==> src/loonn_pkg.sv <==
// ----------------------------------------------------------------------------
// loonn_pkg
// Shared constants and the controller-to-datapath command type for the
// leave-one-out nearest neighbour classifier.
// ----------------------------------------------------------------------------
package loonn_pkg;

    localparam int MAX_SAMPLES   = 32;
    localparam int FEATURE_COUNT = 4;
    localparam int N_FEAT_IN     = 4;
    localparam int FEAT_W        = 16;
    localparam int LABEL_W       = 4;
    localparam int CMD_W         = 2;
    localparam int SIDX_W        = 6;
    localparam int IDX_W         = (MAX_SAMPLES > 1) ? $clog2(MAX_SAMPLES) : 1;
    localparam int CNT_W         = $clog2(MAX_SAMPLES + 1);
    localparam int MAG_W         = FEAT_W + 1;
    localparam int TERM_W        = 2 * MAG_W;
    localparam int DIST_W        = TERM_W + $clog2(FEATURE_COUNT + 1);
    localparam int ROW_W         = FEATURE_COUNT * FEAT_W + LABEL_W;
    localparam int S_DATA_W      = 72;
    localparam int M_DATA_W      = 24;

    localparam logic [CMD_W-1:0] CMD_CLEAR = 2'd0;
    localparam logic [CMD_W-1:0] CMD_LOAD  = 2'd1;
    localparam logic [CMD_W-1:0] CMD_RUN   = 2'd2;

    typedef struct packed {
        logic             wr_en;
        logic [IDX_W-1:0] waddr;
        logic [IDX_W-1:0] raddr;
        logic             latch_i;
        logic             diff_en;
        logic             term_en;
        logic             cmp_en;
        logic             clear_best;
        logic             clear_correct;
        logic             emit;
        logic [CNT_W-1:0] sample_num;
        logic             last;
    } loonn_cmd_t;

endpackage

==> src/loonn_ram.sv <==
// ----------------------------------------------------------------------------
// loonn_ram
// Generic single-write, single-read RAM with registered read data.
// ----------------------------------------------------------------------------
module loonn_ram #(
    parameter int WIDTH = 8,
    parameter int DEPTH = 32
) (
    input  logic                     aclk,
    input  logic                     we,
    input  logic [$clog2(DEPTH)-1:0] waddr,
    input  logic [WIDTH-1:0]         wdata,
    input  logic [$clog2(DEPTH)-1:0] raddr,
    output logic [WIDTH-1:0]         rdata
);

    logic [WIDTH-1:0] mem [DEPTH];

    always_ff @(posedge aclk) begin
        if (we) begin
            mem[waddr] <= wdata;
        end
        rdata <= mem[raddr];
    end

endmodule

==> src/loonn_dp.sv <==
// ----------------------------------------------------------------------------
// loonn_dp
// Datapath: sample store, distance pipeline, best tracking, result register.
// ----------------------------------------------------------------------------
module loonn_dp (
    input  logic                               aclk,
    input  logic                               aresetn,
    input  loonn_pkg::loonn_cmd_t              cmd,
    input  logic [loonn_pkg::S_DATA_W-1:0]     s_tdata,
    input  logic                               cfg_valid,
    input  logic                               cfg_data,
    output logic [loonn_pkg::M_DATA_W-1:0]     m_tdata,
    output logic                               m_tlast
);

    localparam int F  = loonn_pkg::FEATURE_COUNT;
    localparam int FW = loonn_pkg::FEAT_W;
    localparam int LW = loonn_pkg::LABEL_W;

    logic [loonn_pkg::ROW_W-1:0]  wdata, rdata;
    logic [loonn_pkg::ROW_W-1:0]  row_i_reg;
    logic [loonn_pkg::MAG_W-1:0]  mag_reg  [F];
    logic [loonn_pkg::MAG_W-1:0]  mag_next [F];
    logic [loonn_pkg::TERM_W-1:0] term_reg [F];
    logic [LW-1:0]                lab_j_reg, lab_t_reg;
    logic [loonn_pkg::DIST_W-1:0] sum, best_reg;
    logic                         found_reg, metric_reg;
    logic [LW-1:0]                near_label_reg;
    logic [loonn_pkg::CNT_W-1:0]  correct_reg, correct_next;
    logic                         ok;
    logic [loonn_pkg::M_DATA_W-1:0] out_reg;
    logic                         last_reg;

    always_comb begin
        for (int f = 0; f < F; f++) begin
            if (f < loonn_pkg::N_FEAT_IN) begin
                wdata[f*FW +: FW] = s_tdata[f*FW +: FW];
            end else begin
                wdata[f*FW +: FW] = '0;
            end
        end
        wdata[F*FW +: LW] = s_tdata[loonn_pkg::N_FEAT_IN*FW +: LW];
    end

    loonn_ram #(
        .WIDTH (loonn_pkg::ROW_W),
        .DEPTH (loonn_pkg::MAX_SAMPLES)
    ) u_store (
        .aclk  (aclk),
        .we    (cmd.wr_en),
        .waddr (cmd.waddr),
        .wdata (wdata),
        .raddr (cmd.raddr),
        .rdata (rdata)
    );

    always_comb begin
        for (int f = 0; f < F; f++) begin
            logic signed [loonn_pkg::MAG_W-1:0] d;
            d = $signed({row_i_reg[f*FW+FW-1], row_i_reg[f*FW +: FW]})
              - $signed({rdata[f*FW+FW-1], rdata[f*FW +: FW]});
            mag_next[f] = d[loonn_pkg::MAG_W-1] ? loonn_pkg::MAG_W'(-d)
                                                 : loonn_pkg::MAG_W'(d);
        end
        sum = '0;
        for (int f = 0; f < F; f++) begin
            sum = sum + loonn_pkg::DIST_W'(term_reg[f]);
        end
        ok           = found_reg && (near_label_reg == row_i_reg[F*FW +: LW]);
        correct_next = correct_reg + loonn_pkg::CNT_W'(ok);
    end

    always_ff @(posedge aclk) begin
        if (cmd.latch_i) begin
            row_i_reg <= rdata;
        end
        if (cmd.diff_en) begin
            mag_reg   <= mag_next;
            lab_j_reg <= rdata[F*FW +: LW];
        end
        if (cmd.term_en) begin
            for (int f = 0; f < F; f++) begin
                term_reg[f] <= metric_reg ? loonn_pkg::TERM_W'(mag_reg[f])
                                          : mag_reg[f] * mag_reg[f];
            end
            lab_t_reg <= lab_j_reg;
        end
        if (cmd.cmp_en && (!found_reg || sum < best_reg)) begin
            best_reg       <= sum;
            near_label_reg <= lab_t_reg;
        end else if (cmd.clear_best) begin
            near_label_reg <= '0;
        end
        if (cmd.emit) begin
            out_reg  <= {6'd0, loonn_pkg::SIDX_W'(correct_next), ok, found_reg,
                         near_label_reg, loonn_pkg::SIDX_W'(cmd.sample_num)};
            last_reg <= cmd.last;
        end
    end

    always_ff @(posedge aclk) begin
        if (!aresetn) begin
            found_reg   <= 1'b0;
            metric_reg  <= 1'b0;
            correct_reg <= '0;
        end else begin
            if (cfg_valid) begin
                metric_reg <= cfg_data;
            end
            if (cmd.clear_best) begin
                found_reg <= 1'b0;
            end else if (cmd.cmp_en) begin
                found_reg <= 1'b1;
            end
            if (cmd.clear_correct) begin
                correct_reg <= '0;
            end else if (cmd.emit) begin
                correct_reg <= correct_next;
            end
        end
    end

    assign m_tdata = out_reg;
    assign m_tlast = last_reg;

endmodule

==> config.mk <==
export PLATFORM = sky130hd
export DESIGN_NAME = loonn_dp
export DESIGN_NICKNAME = d
export VERILOG_FILES = /design/src/loonn_pkg.sv /design/src/loonn_ram.sv /design/src/loonn_dp.sv
export SDC_FILE = /design/constraint.sdc
export NUM_CORES = 2
export LEC_CHECK = 0
export BUFFER_PORTS_ARGS = -buffer_cell sky130_fd_sc_hd__buf_2
export CAP_MARGIN = 10
export CORE_MARGIN = 5
export CORE_UTILIZATION = 35
export DETAILED_ROUTE_END_ITERATION = 10
export GPL_TIMING_DRIVEN = 1
export PLACE_DENSITY_LB_ADDON = 0.12
export SYNTH_ARGS = -nofsm -noshare
export SYNTH_HDL_FRONTEND = slang
export SYNTH_SLANG_ARGS = --single-unit
==> constraint.sdc <==
create_clock -name aclk -period 6.8 [get_ports aclk]
set_input_delay 1.02 -clock aclk [delete_from_list [all_inputs] [get_ports aclk]]
set_output_delay 1.02 -clock aclk [all_outputs]
set_load 0.03 [all_outputs]
* After elaboration in Yosys (flattened, before gate mapping)
Memories as Yosys holds them, arrays and structs flattened. A register that Yosys moved wholly into a read port is not among the register bits.
Index checks and enable logic that the tools add are counted.
** Storage, ports and cells
- Memory bits (writable) :: 2312
- Input bits :: 101
- Word-level logic and storage cells :: 60
- Memories :: 2
- Output and inout port bits :: 25
- Bits in registers :: 212
** Memories
- u_store.mem :: words 32, width 68, rd ports 1, clocked after Yosys merged registers in 1, wr ports 1, RTL line loonn_ram.sv:17 : logic [WIDTH-1:0] mem [DEPTH];
- term_reg :: words 4, width 34, rd ports 4, clocked after Yosys merged registers in 0, wr ports 4, RTL line loonn_dp.sv:24 : logic [loonn_pkg::TERM_W-1:0] term_reg [F];
** Cells by class
- Reductions and logical operators :: 7
- Bitwise operators :: 1
- Order comparisons :: 1
- $mul :: 4
- Muxes and demuxes :: 14
- Eq/ne operators :: 1
- Add/subtract/negate cells :: 12
** Operators with widths (number)
- multiplier 17 x 17 -> 34 bit :: 4
- two-way mux 34 bit :: 4
- negator 17 bit :: 4
- subtractor 16 x 16 -> 17 bit :: 4
- two-way mux 16 bit :: 4
- adder 36 x 34 -> 37 bit :: 1
- < comparator 37 bit :: 1
- adder 35 x 34 -> 36 bit :: 1
- adder 34 x 34 -> 35 bit :: 1
- two-way mux 4 bit :: 2
- adder 6 x 1 -> 6 bit :: 1
- == test 4 bit :: 1
- two-way mux 1 bit :: 4
- OR reduction 2 bit :: 2
- logical AND 1 bit :: 2
- nonzero test 2 bit :: 1
- zero test 1 bit :: 1
- logical OR 1 bit :: 1
- NOT 1 bit :: 1

* Depth between registers and ports, before layout
An unclocked memory read counts as a cell.
- Depth in word-level cells :: 8
- Mapped depth :: 26
- Mapped depth without buffers :: 26

* Hierarchy
Synthesis repeated with hierarchy kept, for this count alone.
** Second synthesis, totals
- Cell total of the unflattened synthesis :: 8775
- Area total of the unflattened synthesis :: 136659.8 um^2
** By module, submodules not included
- loonn_ram :: cells each 3286, sequential area each 66704.0 um^2, times used 1, area each 83893.0 um^2
- loonn_dp :: cells each 5489, sequential area each 10339.9 um^2, times used 1, area each 52766.9 um^2

* Worst setup path after synthesis
OpenSTA, ideal clock, no wires.
- Path kind :: register -> register
- From :: reg mag_reg[19] (netlist name)
- To :: mem term_reg[2][32] (netlist name), data pin
- Clock period less this slack :: 6.440 ns
- Path buffers :: 2
- Setup time :: 0.260 ns
- Arrival :: 6.180 ns
- Required time :: 6.540 ns
- Setup slack :: 0.360 ns
- Cell stages (with the launch flop) :: 23
- Cell sequence :: edfxtp_1 > clkbuf_1 > clkbuf_1 > nand2_1 > fa_1 > inv_1 > fa_1 > inv_1 > fa_1 > inv_1 > fa_1 > inv_1 > fa_1 > inv_1 > fa_1 > ha_1 > nand2_1 > nor2_1 > a211oi_1 > o311ai_0 > or3b_2 > a41oi_1 > mux2_2
** RTL lines
- start: declaration :: RTL line loonn_dp.sv:22 : logic [loonn_pkg::MAG_W-1:0] mag_reg [F];
- start signal: assignment :: RTL line loonn_dp.sv:78 : mag_reg <= mag_next;
- end: declaration :: RTL line loonn_dp.sv:24

==> impl_metrics.csv <==
group,metric,value,unit
run_status,status,"complete, no violations",
worst_setup_path,cp_top_family,"adder cells",
worst_setup_path,crit_path_cell_trace,"buf_4 > and2_1 > fa_1 > fa_1 > inv_1 > fa_1 > inv_1 > fa_1 > inv_1 > fa_1 > inv_1 > fa_1 > ha_4 > nand2_1 > nor2_2 > and4_1 > or3b_2 > a21o_1 > a21o_1 > nand3_1 > mux2_2",
synthesis,synth_top_family_by_area,"adder cells",
clock_tree,h-tree-depth,5,
worst_setup_path,crit_path_max_incr_delay,0.56,ns
placement,port_buffers,115,
synthesis,synth_seq_area_share,56.2,%
clock_tree,ctsRootBufferMaster,"clkbuf_16",
global_routing,grt_first_pass_wirelength,526,mm
die,core,390000,µm²
finish,final_area,156000,µm²
clock_tree,cts_max_path_buffers,4,
worst_setup_path,crit_type,"flop to flop",
finish,fin_cells,14700,
global_routing,grt_max_degree,141,
min_path,holdPathEnd,"m_tdata[0]",
worst_setup_path,worstPathArrival,7.17,ns
drt,drc,0,
global_routing,grt.total_usage,17.5,%
timing,setup_viol,0,
timing,setup_tns,0,ns
worst_setup_path,start_kind,"flop",
worst_setup_path,critPathRequiredTime,7.37,ns
synthesis,synth-edff-count,2515,
timing,clock_skew,0.0683,ns
worst_setup_path,critical_path.n_buffers_inverters,5,
drt,wire_per_inst,24.3,µm
min_path,holdCritPathClass,"input port to flop",
synthesis,postSynthAreaPerCell,15.6,µm²
synthesis,ys_seq_elements,2591,
worst_setup_path,r2r-start,"mag_reg[38]",
worst_setup_path,cp-end-kind,"flop",
drt,vias,73200,
synthesis,muxShareOfSynthArea,12.0,%
drt,firstDrtPassIters,5,
die,die_x,636,µm
clock_tree,postCtsHoldBufs,0,
timing,rsz0062_at_grt,"false",
timing,hold_viol_final,0,
drt,vias_per_cell,4.99,
timing,fin_crit,6.59,ns
synthesis,yosys.area_share.adder,17.5,%
clock_tree,clock-sinks,2591,
clock_tree,cts_tree,"done",
worst_setup_path,rrSetupSlack,0.21,ns
placement,globalplace.congestion,0.799,
worst_setup_path,timing.rr.end,"term_reg[1][33]",
timing,slew_headroom,15.6,%
synthesis,synth_xor_area_share,1.78,%
placement,dpl.cell_count,14100,
finish,num-fill-cells,35900,
job,cap_violations,0,
worst_setup_path,cp_slowest_cell,"fa_1",
timing,fmax,152,MHz
die,ios,126,
global_routing,grt_antenna_before_repair,55,
drt,antenna_left,0,
synthesis,synth_warnings,0,
synthesis,async_flop_share,0,%
finish,largest_reg_flops,2176,
worst_setup_path,r2r_cells,21,
global_routing,overflow,0,
finish,drive_above_1_share,18.0,%
synthesis,synth-compound-area-share,3.24,%
die,start_util,35.2,%
die,dieArea,404000,µm²
global_routing,grt_pass1_vias,79100,
placement,placed_area,146000,µm²
synthesis,synth-simple-area-share,4.36,%
clock_tree,path_clk_slew,0.06,ns
drt,drtIter0Drc,5637,
finish,syn_to_final_growth,13.6,%
placement,hpwl,220,mm
clock_tree,clkLatencyLatePin,0.89,ns
clock_tree,cts_inserted_buffers,289,
timing,tightestPinTransition,1.27,ns
worst_setup_path,path_common_cell,"fa_1",
die,num_rows,229,
finish,nets,10700,
synthesis,netlist_area,137000,µm²
timing,fin_crit_sh,97.0,%
min_path,worstHoldStart,"cmd[1]",
timing,drv_slew,0,
worst_setup_path,worstPathMaxFanout,5,
synthesis,synth_ff_type,"edfxtp_1",
die,die-height,636,µm
min_path,hold_path_depth,1,
drt,drt-total-wl,356,mm
finish,final_util,40.0,%
synthesis,synth.lib_cells_used.distinct,83,
synthesis,synthCells,8804,
cell usage after synthesis (all sizes together) (152+ instances only):
cell	n	area, µm²
nor2	293	1100
inv	1477	5540
mux4	680	15300
clkbuf	257	965
edfxtp	2515	75500
xnor2	171	1500
ha	570	7130
o21ai	152	764
a21oi	210	1050
nand2	476	1790
and2	202	1260
fa	844	16900
cells by family (layout without fill, tap and decap cells):
family / Yosys count / count (layout)
other cells: 1 / 18
buf+inv: 1778 / 2423
simple gates: 1263 / 1263
xor+xnor: 279 / 279
compound gates: 697 / 697
flops: 2591 / 2591
mux: 781 / 781
fa+ha+maj: 1414 / 1414
through the flow:
stage | setup WS, ns | hold WS [ns]
after floorplan | 0.360 | 0.400
after detailed placement | -0.00223 | 0.407
after global placement | 0.00552 | 0.402
final | 0.207 | 0.360
after CTS | 0.00934 | 0.268
after global routing | 0.00139 | 0.295
area by class of cell:
class | count | area [µm²] | area share [%]
flip-flops and latches | 2591 | 77000 | 49.5
multi-input cells | 4440 | 53700 | 34.5
clock buffers | 367 | 7780 | 5.00
well taps | 5197 | 6500 | 4.18
inverters | 1477 | 5550 | 3.57
repair buffers | 423 | 3610 | 2.32
clock inverters | 156 | 1440 | 0.927
diodes | 12 | 30.0 | 0.0193
worst max-delay path by stage:
| stage | from | to | cells after the start | slack [ns] |
|---|---|---|---|---|
| CTS | mag_reg[22] | term_reg[2][32] | 22 | 0.009 |
| global route | mag_reg[57] | term_reg[0][33] | 24 | 0.001 |
| global placement | mag_reg[64] | term_reg[0][25] | 24 | 0.006 |
| detailed placement | mag_reg[22] | term_reg[2][32] | 22 | -0.002 |
| floorplan | mag_reg[19] | term_reg[2][32] | 22 | 0.36 |
| finish | mag_reg[38] | term_reg[1][33] | 21 | 0.21 |
routing by layer:
metal	GRT usage (%)	share of wire, %	up-vias
met5	0	0.038	-
met3	2.37	4.4	430
met4	3.38	2.0	22
met2	29.6	49	1371
li1	-	-	32400
met1	24.3	45	39000
placed cells by master (no fill, tap or decap), drive strengths merged, types with 152 or more instances in the layout:
cell type	synthesis	final
buf	44	422
a21oi	210	210
edfxtp	2515	2515
fa	844	844
o21ai	152	152
mux4	680	680
and2	202	202
nor2	293	293
clkbuf	257	368
nand2	476	476
xnor2	171	171
inv	1477	1492
ha	570	570
timing repair:
item,4_1_cts,5_1_grt
pin swaps,0,3
buffers inserted,3,22
setup endpoints to repair,4,70
resized for setup,1,40
Power is not shown: default switching activity piles up to over one toggle a cycle in this logic, so the estimate is an artifact.
