<file path="src/loonn_pkg.sv">
// ----------------------------------------------------------------------------
// loonn_pkg
// Shared constants and the controller-to-datapath command type for the
// leave-one-out nearest neighbour classifier.
// ----------------------------------------------------------------------------
package loonn_pkg;

    localparam int MAX_SAMPLES   = 32;
    localparam int FEATURE_COUNT = 4;
    localparam int N_FEAT_IN     = 4;
    localparam int FEAT_W        = 16;
    localparam int LABEL_W       = 4;
    localparam int CMD_W         = 2;
    localparam int SIDX_W        = 6;
    localparam int IDX_W         = (MAX_SAMPLES > 1) ? $clog2(MAX_SAMPLES) : 1;
    localparam int CNT_W         = $clog2(MAX_SAMPLES + 1);
    localparam int MAG_W         = FEAT_W + 1;
    localparam int TERM_W        = 2 * MAG_W;
    localparam int DIST_W        = TERM_W + $clog2(FEATURE_COUNT + 1);
    localparam int ROW_W         = FEATURE_COUNT * FEAT_W + LABEL_W;
    localparam int S_DATA_W      = 72;
    localparam int M_DATA_W      = 24;

    localparam logic [CMD_W-1:0] CMD_CLEAR = 2'd0;
    localparam logic [CMD_W-1:0] CMD_LOAD  = 2'd1;
    localparam logic [CMD_W-1:0] CMD_RUN   = 2'd2;

    typedef struct packed {
        logic             wr_en;
        logic [IDX_W-1:0] waddr;
        logic [IDX_W-1:0] raddr;
        logic             latch_i;
        logic             diff_en;
        logic             term_en;
        logic             cmp_en;
        logic             clear_best;
        logic             clear_correct;
        logic             emit;
        logic [CNT_W-1:0] sample_num;
        logic             last;
    } loonn_cmd_t;

endpackage

</file>
<file path="src/loonn_ctrl.sv">
// ----------------------------------------------------------------------------
// loonn_ctrl
// Sequencer: takes commands, tracks the sample count and walks all pairs.
// ----------------------------------------------------------------------------
module loonn_ctrl (
    input  logic                              aclk,
    input  logic                              aresetn,
    input  logic                              s_tvalid,
    output logic                              s_tready,
    input  logic [loonn_pkg::CMD_W-1:0]       s_cmd,
    output logic                              m_tvalid,
    input  logic                              m_tready,
    output loonn_pkg::loonn_cmd_t             cmd
);

    localparam logic [2:0] S_IDLE = 3'd0;
    localparam logic [2:0] S_RDI  = 3'd1;
    localparam logic [2:0] S_LATI = 3'd2;
    localparam logic [2:0] S_NEXT = 3'd3;
    localparam logic [2:0] S_DIFF = 3'd4;
    localparam logic [2:0] S_TERM = 3'd5;
    localparam logic [2:0] S_CMP  = 3'd6;
    localparam logic [2:0] S_OUT  = 3'd7;

    logic [2:0]                  state_reg, state_next;
    logic [loonn_pkg::CNT_W-1:0] count_reg, count_next;
    logic [loonn_pkg::CNT_W-1:0] i_reg, i_next;
    logic [loonn_pkg::CNT_W-1:0] j_reg, j_next;
    logic [loonn_pkg::CNT_W-1:0] i_plus;

    assign s_tready = (state_reg == S_IDLE);
    assign m_tvalid = (state_reg == S_OUT);
    assign i_plus   = i_reg + 1'b1;

    always_comb begin
        state_next = state_reg;
        count_next = count_reg;
        i_next     = i_reg;
        j_next     = j_reg;
        cmd        = '0;
        cmd.waddr  = count_reg[loonn_pkg::IDX_W-1:0];
        cmd.raddr  = j_reg[loonn_pkg::IDX_W-1:0];
        cmd.sample_num = i_plus;
        cmd.last   = (i_plus == count_reg);
        case (state_reg)
            S_IDLE: begin
                if (s_tvalid) begin
                    case (s_cmd)
                        loonn_pkg::CMD_CLEAR: count_next = '0;
                        loonn_pkg::CMD_LOAD: begin
                            if (count_reg < loonn_pkg::CNT_W'(loonn_pkg::MAX_SAMPLES)) begin
                                cmd.wr_en  = 1'b1;
                                count_next = count_reg + 1'b1;
                            end
                        end
                        loonn_pkg::CMD_RUN: begin
                            if (count_reg != '0) begin
                                i_next            = '0;
                                cmd.clear_correct = 1'b1;
                                state_next        = S_RDI;
                            end
                        end
                        default: ;
                    endcase
                end
            end
            S_RDI: begin
                cmd.raddr  = i_reg[loonn_pkg::IDX_W-1:0];
                state_next = S_LATI;
            end
            S_LATI: begin
                cmd.latch_i    = 1'b1;
                cmd.clear_best = 1'b1;
                j_next         = '0;
                state_next     = S_NEXT;
            end
            S_NEXT: begin
                if (j_reg == count_reg) begin
                    cmd.emit   = 1'b1;
                    state_next = S_OUT;
                end else if (j_reg == i_reg) begin
                    j_next = j_reg + 1'b1;
                end else begin
                    state_next = S_DIFF;
                end
            end
            S_DIFF: begin
                cmd.diff_en = 1'b1;
                state_next  = S_TERM;
            end
            S_TERM: begin
                cmd.term_en = 1'b1;
                state_next  = S_CMP;
            end
            S_CMP: begin
                cmd.cmp_en = 1'b1;
                j_next     = j_reg + 1'b1;
                state_next = S_NEXT;
            end
            S_OUT: begin
                if (m_tready) begin
                    if (i_plus == count_reg) begin
                        state_next = S_IDLE;
                    end else begin
                        i_next     = i_plus;
                        state_next = S_RDI;
                    end
                end
            end
            default: state_next = S_IDLE;
        endcase
    end

    always_ff @(posedge aclk) begin
        if (!aresetn) begin
            state_reg <= S_IDLE;
            count_reg <= '0;
            i_reg     <= '0;
            j_reg     <= '0;
        end else begin
            state_reg <= state_next;
            count_reg <= count_next;
            i_reg     <= i_next;
            j_reg     <= j_next;
        end
    end

endmodule

</file>
<file path="config.mk">
export PLATFORM = sky130hd
export DESIGN_NAME = loonn_ctrl
export DESIGN_NICKNAME = d
export VERILOG_FILES = /design/src/loonn_pkg.sv /design/src/loonn_ctrl.sv
export SDC_FILE = /design/constraint.sdc
export NUM_CORES = 1
export LEC_CHECK = 0
export BUFFER_PORTS_ARGS = -buffer_cell sky130_fd_sc_hd__buf_2
export CORE_MARGIN = 1
export CORE_UTILIZATION = 54
export CTS_CLUSTER_SIZE = 30
export DETAILED_ROUTE_END_ITERATION = 7
export GPL_ROUTABILITY_DRIVEN = 0
export GPL_TIMING_DRIVEN = 1
export PLACE_DENSITY = 0.79
export SETUP_SLACK_MARGIN = 0.2
export SKIP_CTS_REPAIR_TIMING = 1
export SLEW_MARGIN = 20
export SYNTH_ARGS = -nofsm -noshare
export SYNTH_HDL_FRONTEND = slang
export SYNTH_SLANG_ARGS = --single-unit
</file>
<file path="constraint.sdc">
create_clock -name aclk -period 2.2 [get_ports aclk]
set_input_delay 0.22 -clock aclk [delete_from_list [all_inputs] [get_ports aclk]]
set_output_delay 0.22 -clock aclk [all_outputs]
set_load 0.005 [all_outputs]
</file>
Yosys cells after proc, flatten, opt, wreduce, memory -nomap -nowiden
Cells that the tools add are included.
{ "op_classes": {"n_lt_le_gt_ge": 1, "eq_ne": 21, "n_addsub": 3, "n_reduce_logical": 11, "n_mux": 34} }
{ "op_table": {"columns": ["operator", "count"], "rows": [
  ["6-bit 2-to-1 mux", 8],
  ["6-bit case mux with 2 select lines", 2],
  ["3-bit case mux with 7 select lines", 1],
  ["6-bit by 1-bit adder with 6-bit output, second input constant", 3],
  ["6-bit equality test", 3],
  ["3-bit 2-to-1 mux", 6],
  ["6-bit case mux with 3 select lines", 1],
  ["1-bit 2-to-1 mux", 15],
  ["3-bit equality test, second input constant", 4],
  ["2-bit != test, second input constant", 5],
  ["3-bit by 2-bit equality test with 1-bit output, second input constant", 2],
  ["6-bit < comparator, second input constant", 1],
  ["2-bit by 1-bit != test with 1-bit output, second input constant", 3],
  ["6-bit AND reduction", 1],
  ["6-bit nonzero test", 1],
  ["5-bit 2-to-1 mux", 1],
  ["5-bit AND reduction", 1],
  ["4-bit AND reduction", 1],
  ["2-bit nonzero test", 2],
  ["3-bit by 1-bit equality test with 1-bit output, second input constant", 1],
  ["3-bit logical NOT", 1],
  ["3-bit != test, second input constant", 1],
  ["3-bit AND reduction", 1],
  ["3-bit nonzero test", 1],
  ["other kinds (4)", 4]
]} }
{ "word_totals": {"in_bits": 6, "ff_bits": 21, "word_cells": 74, "output_inout_bits": 27} }

Logic depth before layout (Yosys ltp)
Gate-level depths: netlist of the first run.
{ "logic_depth": {"depth_word": 5, "ltp_mapped": 8, "ltp_nobuf": 7} }

Worst setup path before layout of the first run
No wires, ideal clock.
{ "synth_path": {"path_kind": "register to register", "start": "register i_reg[1] in the netlist's numbering", "end": "register i_reg[0] in the netlist's numbering", "setup_time_ns": 0.129, "path_buffers": 1, "t_required_ns": 2.071, "path_stages_with_launch": 9, "synth_period_minus_slack_ns": 1.964, "t_arrival_ns": 1.835, "slack_ns": 0.236, "path_cell_list": "dfxtp_1 > ha_1 > xor2_1 > xnor2_1 > nand4_1 > and3_1 > a311o_1 > clkbuf_1 > mux2i_1"} }
{ "synth_rtl": {"columns": ["item", "line_no", "text"], "rows": [
  ["start: declaration", "loonn_ctrl.sv:27", "logic [loonn_pkg::CNT_W-1:0] i_reg, i_next;"],
  ["start signal: assignment", "loonn_ctrl.sv:123", "i_reg <= i_next;"]
]} }

Worst setup path in the final report of the first run
{ "layout_path": {"start": "register i_reg[4] in the netlist's numbering", "end": "register i_reg[2] in the netlist's numbering"} }
{ "layout_via": {"elab_chain_cells": 4} }
{ "layout_lines": {"columns": ["item", "line_no", "text"], "rows": [
  ["6-bit by 1-bit adder with 6-bit output", "loonn_ctrl.sv:33", "assign i_plus = i_reg + 1'b1;"],
  ["6-bit equality test", "loonn_ctrl.sv:102", "if (i_plus == count_reg) begin"],
  ["2-bit != test (no source line)", null, null],
  ["6-bit AND reduction (no source line)", null, null]
]} }
Every way passes these cells.
A chain may end at the register's enable or synchronous reset.

==> results of run 1 <==
-- critical path: stages (launching register included) --
cell and delay, ps:
sky130_fd_sc_hd__dfxtp_1 480, sky130_fd_sc_hd__and3_1 190, sky130_fd_sc_hd__nand3_1 120, sky130_fd_sc_hd__xnor3_1 280, sky130_fd_sc_hd__nor2_2 80, sky130_fd_sc_hd__buf_4 140
sky130_fd_sc_hd__or4b_1 520, sky130_fd_sc_hd__o31ai_1 80
-- power by group through the flow --
stage | Combinational, W | Clock (W) | Sequential [W]
6_report | 0.000199 | 0.000195 | 0.000415
5_1_grt | 0.000217 | 0.000218 | 0.000418
4_1_cts | 0.000183 | 0.000203 | 0.000416
3_5_place_dp | 0.000180 | 0 | 0.000424
3_3_place_gp | 0.000176 | 0 | 0.000424
2_1_floorplan | 0.000140 | 0 | 0.000416
-- final timing paths --
| check | start | to | slack [ps] | depth (start not counted) |
|---|---|---|---|---|
| worst max-delay path | i_reg[4] | i_reg[2] | 240 | 7 |
| worst max register to register | i_reg[4] | i_reg[2] | 240 | 7 |
| worst min-delay path | aresetn | count_reg[0] | 300 | 2 |
| worst min register to register | j_reg[1] | j_reg[1] | 520 | 2 |
-- cells by family (layout without fill, tap and decap cells) --
family          after synthesis  in the layout  synth area share, %
buf+inv                      28             58                 10.7
fa+ha+maj                     4              4                 3.23
mux                          10             10                 6.86
xor+xnor                     27             27                 17.1
flops                        21             21                 27.1
compound gates               29             29                 13.0
simple gates                 67             67                 22.0
-- through the flow --
stage	power (W)	setup slack [ps]
2_1_floorplan	0.000555	236
3_3_place_gp	0.000600	128
3_5_place_dp	0.000605	54.4
4_1_cts	0.000802	-74.9
5_1_grt	0.000853	127
6_report	0.000810	239
-- cell usage after synthesis, drive strengths merged (5+ instances only) --
master  number  area (um^2)
dfxtp       21          420
nand2       16         60.1
buf         15          116
nand3       15         75.1
xnor2       14          123
nor2        12         45.0
xor2        11         96.3
o21ai        9         45.0
a21oi        6         30.0
inv          6         22.5
clkbuf       5         20.0
mux2         5         56.3
mux2i        5         50.1
nor3         5         25.0
-- cell type report --
| class | count | area (um^2) |
|---|---|---|
| Inverter | 8 | 33.8 |
| Sequential cell | 21 | 449 |
| Fill cell | 222 | 911 |
| Multi-Input combinational cell | 137 | 1000 |
| Clock buffer | 4 | 26.3 |
| Tap cell | 31 | 38.8 |
| Timing Repair Buffer | 46 | 273 |
-- layout by cell type, fill, tap and decap left out, types with 6 or more instances in the layout --
master                    count
sky130_fd_sc_hd__nand2_1     16
sky130_fd_sc_hd__nand3_1     15
sky130_fd_sc_hd__nor2_1      11
sky130_fd_sc_hd__xnor2_1     14
sky130_fd_sc_hd__buf_4       12
sky130_fd_sc_hd__xor2_1      10
sky130_fd_sc_hd__inv_1        6
sky130_fd_sc_hd__dfxtp_2     11
sky130_fd_sc_hd__o21ai_0      9
sky130_fd_sc_hd__a21oi_1      6
sky130_fd_sc_hd__buf_2       32
sky130_fd_sc_hd__dfxtp_1      6
-- per-layer routing --
layer	up-vias	GRT usage (%)	share of wire (%)
li1	705	-	-
met1	702	30.2	42
met2	58	41.8	50
met3	4	5.35	6.3
met4	0	7.50	1.3
met5	-	0	0
==> Flow_metrics.wiki, run 1 <==
{| class="wikitable"
! Metric !! Value
|-
| Layout-stage area growth over the synthesis result || 17.6%
|-
| Syn_area_per_cell || 8.33 um^2
|-
| Num rows || 19
|-
| Max-slew headroom || 52.6%
|-
| Setup repair after global routing missed its margin || yes
|-
| Placed instance count || 237
|-
| Sequential cell fraction of total power || 51.3%
|-
| Worst IR Drop VDD || 0.487 mV
|-
| Initial detailed-routing violation count || 63
|-
| Final instance area || 0.00182 mm^2
|-
| Number of port buffers || 32
|-
| Placed wire-length estimate after detailed placement || 2690 um
|-
| Initial core utilization || 56.7%
|-
| Share of layout cells above drive strength 1 || 37.5%
|-
| Post-layout minimum cycle time || 1960 ps
|-
| DR vias/cell || 5.95
|-
| TritonCTS clock tree || done
|-
| Total number of clock tree sinks || 21
|-
| Nets in the synthesized netlist || 196
|-
| Depth of the CTS H-tree || 1
|-
| Final critical-path share of the clock period || 89.1%
|-
| Clock Tree Buf Depth || 2
|-
| Clock tree skew after final layout || 3.67 ps
|-
| Clock-pin slew reported for the worst setup and hold paths after clock tree synthesis || 120 ps
|-
| Share of flip-flops with an asynchronous set or reset || 0%
|-
| Net count of the finished layout || 227
|-
| Top FF cell, synth || sky130_fd_sc_hd__dfxtp_1
|-
| Net switching power || 0.000267 W
|-
| Maximum fanout along the worst path || 6
|-
| Sort of element at the start of the critical path || flip-flop
|-
| Total Routing Usage GR || 24.3%
|-
| Routed via count || 1469
|-
| Number of enable flip-flop cells after synthesis || 0
|-
| CP arrival || 2200 ps
|-
| Number of antenna violations at the first check in global routing || 0
|-
| Max Cap Violations || 0
|-
| DRC Markers || 0
|-
| Share of total power consumed by net switching || 32.9%
|-
| Upper clock frequency limit || 0.510 GHz
|-
| Wire length of the first global-routing pass || 5950 um
|-
| Area after DPL || 0.00167 mm^2
|-
| Antenna Violating Nets Remaining || 0
|-
| Number of global-route vias before repair || 1285
|-
| Instance count of the mapped netlist || 186
|-
| Kind of capture point of the worst setup path || flip-flop
|-
| Final hold vios || 0
|-
| Required @ worst endpoint || 2440 ps
|-
| Final-report max-slew violation count || 0
|-
| Classification of the worst setup path || flip-flop to flip-flop
|-
| DIE AREA || 0.00309 mm^2
|-
| Post-detailed-routing wire length || 3870 um
|-
| Number of top-level design ports || 33
|-
| Cell-internal power || 0.000543 W
|-
| Power per unit of standard cell area || 444 mW/mm^2
|-
| Filler-free cell count of the finished design || 247
|-
| Path class of the lowest-slack min-delay path || primary input to flip-flop
|-
| Total leakage power || 0.821 nW
|-
| Die Y-Extent || 55.6 um
|-
| Part of the power in the clock network || 24.1%
|-
| Relative contribution of combinational cells to total power || 24.6%
|-
| Routed wirelength normalized by instance count || 15.7 um
|-
| Num CTS Buffers || 3
|-
| Sequential share of the synthesized area || 27.1%
|-
| Number of register bits inferred by synthesis || 21
|-
| Maximum number of pins on one net before global-route repair || 20
|-
| Setup Total Neg Slack || 0 ps
|-
| Status || complete, no violations
|-
| Final count of negative-setup-slack endpoints || 0
|-
| Least-Margin Pin Slew || 704 ps
|-
| CTS root buf || sky130_fd_sc_hd__clkbuf_4
|-
| Residual overflow from global routing || 0
|-
| Post-Synthesis Cell Area || 0.00155 mm^2
|-
| Number of antenna cells inserted || 0
|-
| Floorplan core area || 0.00273 mm^2
|-
| Min Hold Slack || 299 ps
|-
| Pre-Repair DR Iteration Count || 4
|-
| Post-layout util || 66.7%
|-
| Clock network latency to the later pin of the worst-skew pair || 320 ps
|-
| Number of unique standard cell types used by synthesis || 44
|-
| Yosys warns || 0
|-
| Width of the chip || 55.6 um
|}
No activity file was read; power rests on OpenSTA's default activity.
==> inputs of run 2 (changes only) <==
Settings changed: CORE_UTILIZATION 54 to 49, PLACE_DENSITY 0.79 to 0.76.
Clock period 2.2 ns to 1.6 ns, I/O delays scaled along.
==> Flow_metrics.wiki, run 2 (same netlist as run 1, synthesis figures left out) <==
{| class="wikitable"
! Metric !! Value
|-
| Max-slew headroom || 70.7% (+18 points)
|-
| Total leakage power || 1.22 nW (+48%)
|-
| Status || complete, but fails checks
|-
| Min Hold Slack || 145 ps (-154 ps)
|-
| Clock-pin slew reported for the worst setup and hold paths after clock tree synthesis || 130 ps (about the same)
|-
| Setup repair after global routing missed its margin || yes
|-
| Residual overflow from global routing || 0 (unchanged)
|-
| Kind of cell adding the most delay to the critical path || compound AO/OA/AOI/OAI gates
|-
| CP Cell Sequence || xor2_1, nor2_1, a2111o_1, a2bb2oi_4, or3_1, a21oi_1
|-
| Worst setup margin || -525 ps (-765 ps)
|-
| Post-detailed-routing wire length || 6310 um (+63%)
|-
| Final critical-path share of the clock period || 133% (+44 points)
|-
| DIE AREA || 0.00339 mm^2 (+9.8%)
|-
| Clock network latency to the later pin of the worst-skew pair || 320 ps (about the same)
|-
| Master of the slowest instance on the critical path || sky130_fd_sc_hd__a2111o_1
|-
| Num CTS Buffers || 3 (unchanged)
|-
| Fillers || 126 (-43%)
|-
| TritonCTS clock tree || done
|-
| CTS root buf || sky130_fd_sc_hd__clkbuf_4
|-
| Number of top-level design ports || 33 (unchanged)
|-
| Initial detailed-routing violation count || 129 (+100%)
|-
| Number of port buffers || 32 (unchanged)
|-
| Die Y-Extent || 58.2 um (+4.8%)
|-
| Clock Tree Buf Depth || 2 (unchanged)
|-
| Number of antenna cells inserted || 0 (unchanged)
|-
| Final hold vios || 0 (unchanged)
|-
| Post-layout util || 89.9% (+23 points)
|-
| Share of layout cells above drive strength 1 || 64.3% (+27 points)
|-
| Pre-Repair DR Iteration Count || 5 (+1)
|-
| Number of buffer and inverter instances along the worst setup path || 0 (-1)
|-
| Upper clock frequency limit || 0.471 GHz (-7.7%)
|-
| Final count of negative-setup-slack endpoints || 31 (+31)
|-
| Logic depth of the worst register-to-register path || 6 (-1)
|-
| Routed wirelength normalized by instance count || 19.5 um (+24%)
|-
| Crit path largest cell delay || 520 ps (about the same)
|-
| Worst R2R Start || count_reg[3]
|-
| Number of cells on the worst hold path || 2 (unchanged)
|-
| Kind of capture point of the worst setup path || flip-flop
|-
| Leading cell type in the layout, fill and taps excluded || sky130_fd_sc_hd__buf_4
|-
| Maximum number of pins on one net before global-route repair || 12 (-40%)
|-
| Most frequent cells in the layout || sky130_fd_sc_hd__buf_4, sky130_fd_sc_hd__buf_6, sky130_fd_sc_hd__buf_2
|-
| Hold path startpoint || aresetn
|-
| Number of antenna violations at the first check in global routing || 0 (unchanged)
|-
| Area of all sequential standard cells || 462 um^2 (+2.8%)
|-
| Classification of the worst setup path || flip-flop to flip-flop
|-
| Critical path origin || count_reg[3]
|-
| Layout-stage area growth over the synthesis result || 75.5%
|-
| Width of the chip || 58.2 um (+4.8%)
|-
| Antenna Violating Nets Remaining || 0 (unchanged)
|-
| Least-Margin Pin Slew || 439 ps (-266 ps)
|-
| Max Cap Violations || 0 (unchanged)
|-
| Sort of element at the start of the critical path || flip-flop
|-
| Placed wire-length estimate after detailed placement || 3360 um (+25%)
|-
| Routed via count || 1868 (+27%)
|-
| Wire length of the first global-routing pass || 6760 um (+13%)
|-
| CP arrival || 2380 ps (+180 ps)
|-
| Post-layout minimum cycle time || 2130 ps (+165 ps)
|-
| Path class of the lowest-slack min-delay path || primary input to flip-flop
|-
| Maximum fanout along the worst path || 5 (-1)
|-
| Total Routing Usage GR || 25.9% (+1.6 points)
|-
| Required @ worst endpoint || 1860 ps (-580 ps)
|-
| Net count of the finished layout || 291 (+28%)
|-
| Failing checks || negative setup slack
|-
| Capturing point of the worst reg2reg path || j_reg[3]
|-
| R2R setup slack || -530 ps (-760 ps)
|-
| Initial core utilization || 51.2% (-5.5 points)
|-
| Setup WS pre-CTS || -307 ps (-361 ps)
|-
| Num rows || 20 (+1)
|-
| Power per unit of standard cell area || 539 mW/mm^2 (+21%)
|-
| Depth of the CTS H-tree || 1 (unchanged)
|-
| Final-report max-slew violation count || 0 (unchanged)
|-
| DR vias/cell || 5.77 (-3.1%)
|-
| Floorplan core area || 0.00303 mm^2 (+11%)
|-
| Worst IR Drop VDD || 0.461 mV (-5.4%)
|-
| DRC Markers || 0 (unchanged)
|-
| Number of global-route vias before repair || 1503 (+17%)
|-
| Total number of clock tree sinks || 21 (unchanged)
|-
| End point of the most critical hold path || state_reg[0]
|-
| Combined area of the multi-input logic cells || 0.00128 mm^2 (+28%)
|-
| Clock tree skew after final layout || 5.07 ps (+1.39 ps)
|-
| Post-layout total power || 0.00147 W (+81%)
|}
-- run 2: cell count changes in the layout (fill, tap and decap cells not counted), sizes merged --
cell / before / now
clkinv: 1 / 0
buf: 46 / 109
inv: 6 / 7
a2bb2oi: 1 / 2
-- run 2: worst reg2reg max path: cells and delay by family (launching register included) --
kind	cells	cell delay, ps
XOR/XNOR	1	240
AND/OR/NAND/NOR	2	500
flip-flops	1	420
AO/OA/AOI/OAI	3	900
-- run 2: how the worst max path moves through the flow --
stage,end,cells past startpoint
CTS,cmd[0],8
finish,j_reg[3],6
global route,i_reg[5],9
floorplan,j_reg[3],7
global placement,i_reg[5],8
detailed placement,j_reg[3],6
-- run 2: layout make-up --
type | instances | area share, %
multi-input cells | 138 | 47.0
flip-flops and latches | 21 | 17.0
inverters | 8 | 1.43
well taps | 44 | 2.02
repair buffers | 109 | 31.6
clock buffers | 4 | 0.966
-- run 2: per-layer routing --
metal / track usage (%) / up-vias / wire length [um]
met5: 0 / - / 0
met4: 5.10 / 0 / 307
met3: 4.91 / 32 / 413
met2: 46.3 / 105 / 3120
met1: 32.5 / 900 / 2470
li1: - / 831 / -
-- run 2: per-stage QoR --
stage / instance area, um^2 / setup TNS [ps] / instances
CTS: 2140 / -7100 / 301
floorplan: 1670 / -1890 / 186
global placement: 2110 / -3020 / 297
detailed placement: 2110 / -3920 / 297
finish: 2720 / -8690 / 324
global route: 2720 / -10510 / 324
-- run 2: report_power, final --
group	switching (W)	internal [W]
Sequential	0.0000228	0.000535
Combinational	0.000308	0.000318
Clock	0.000185	0.0000978
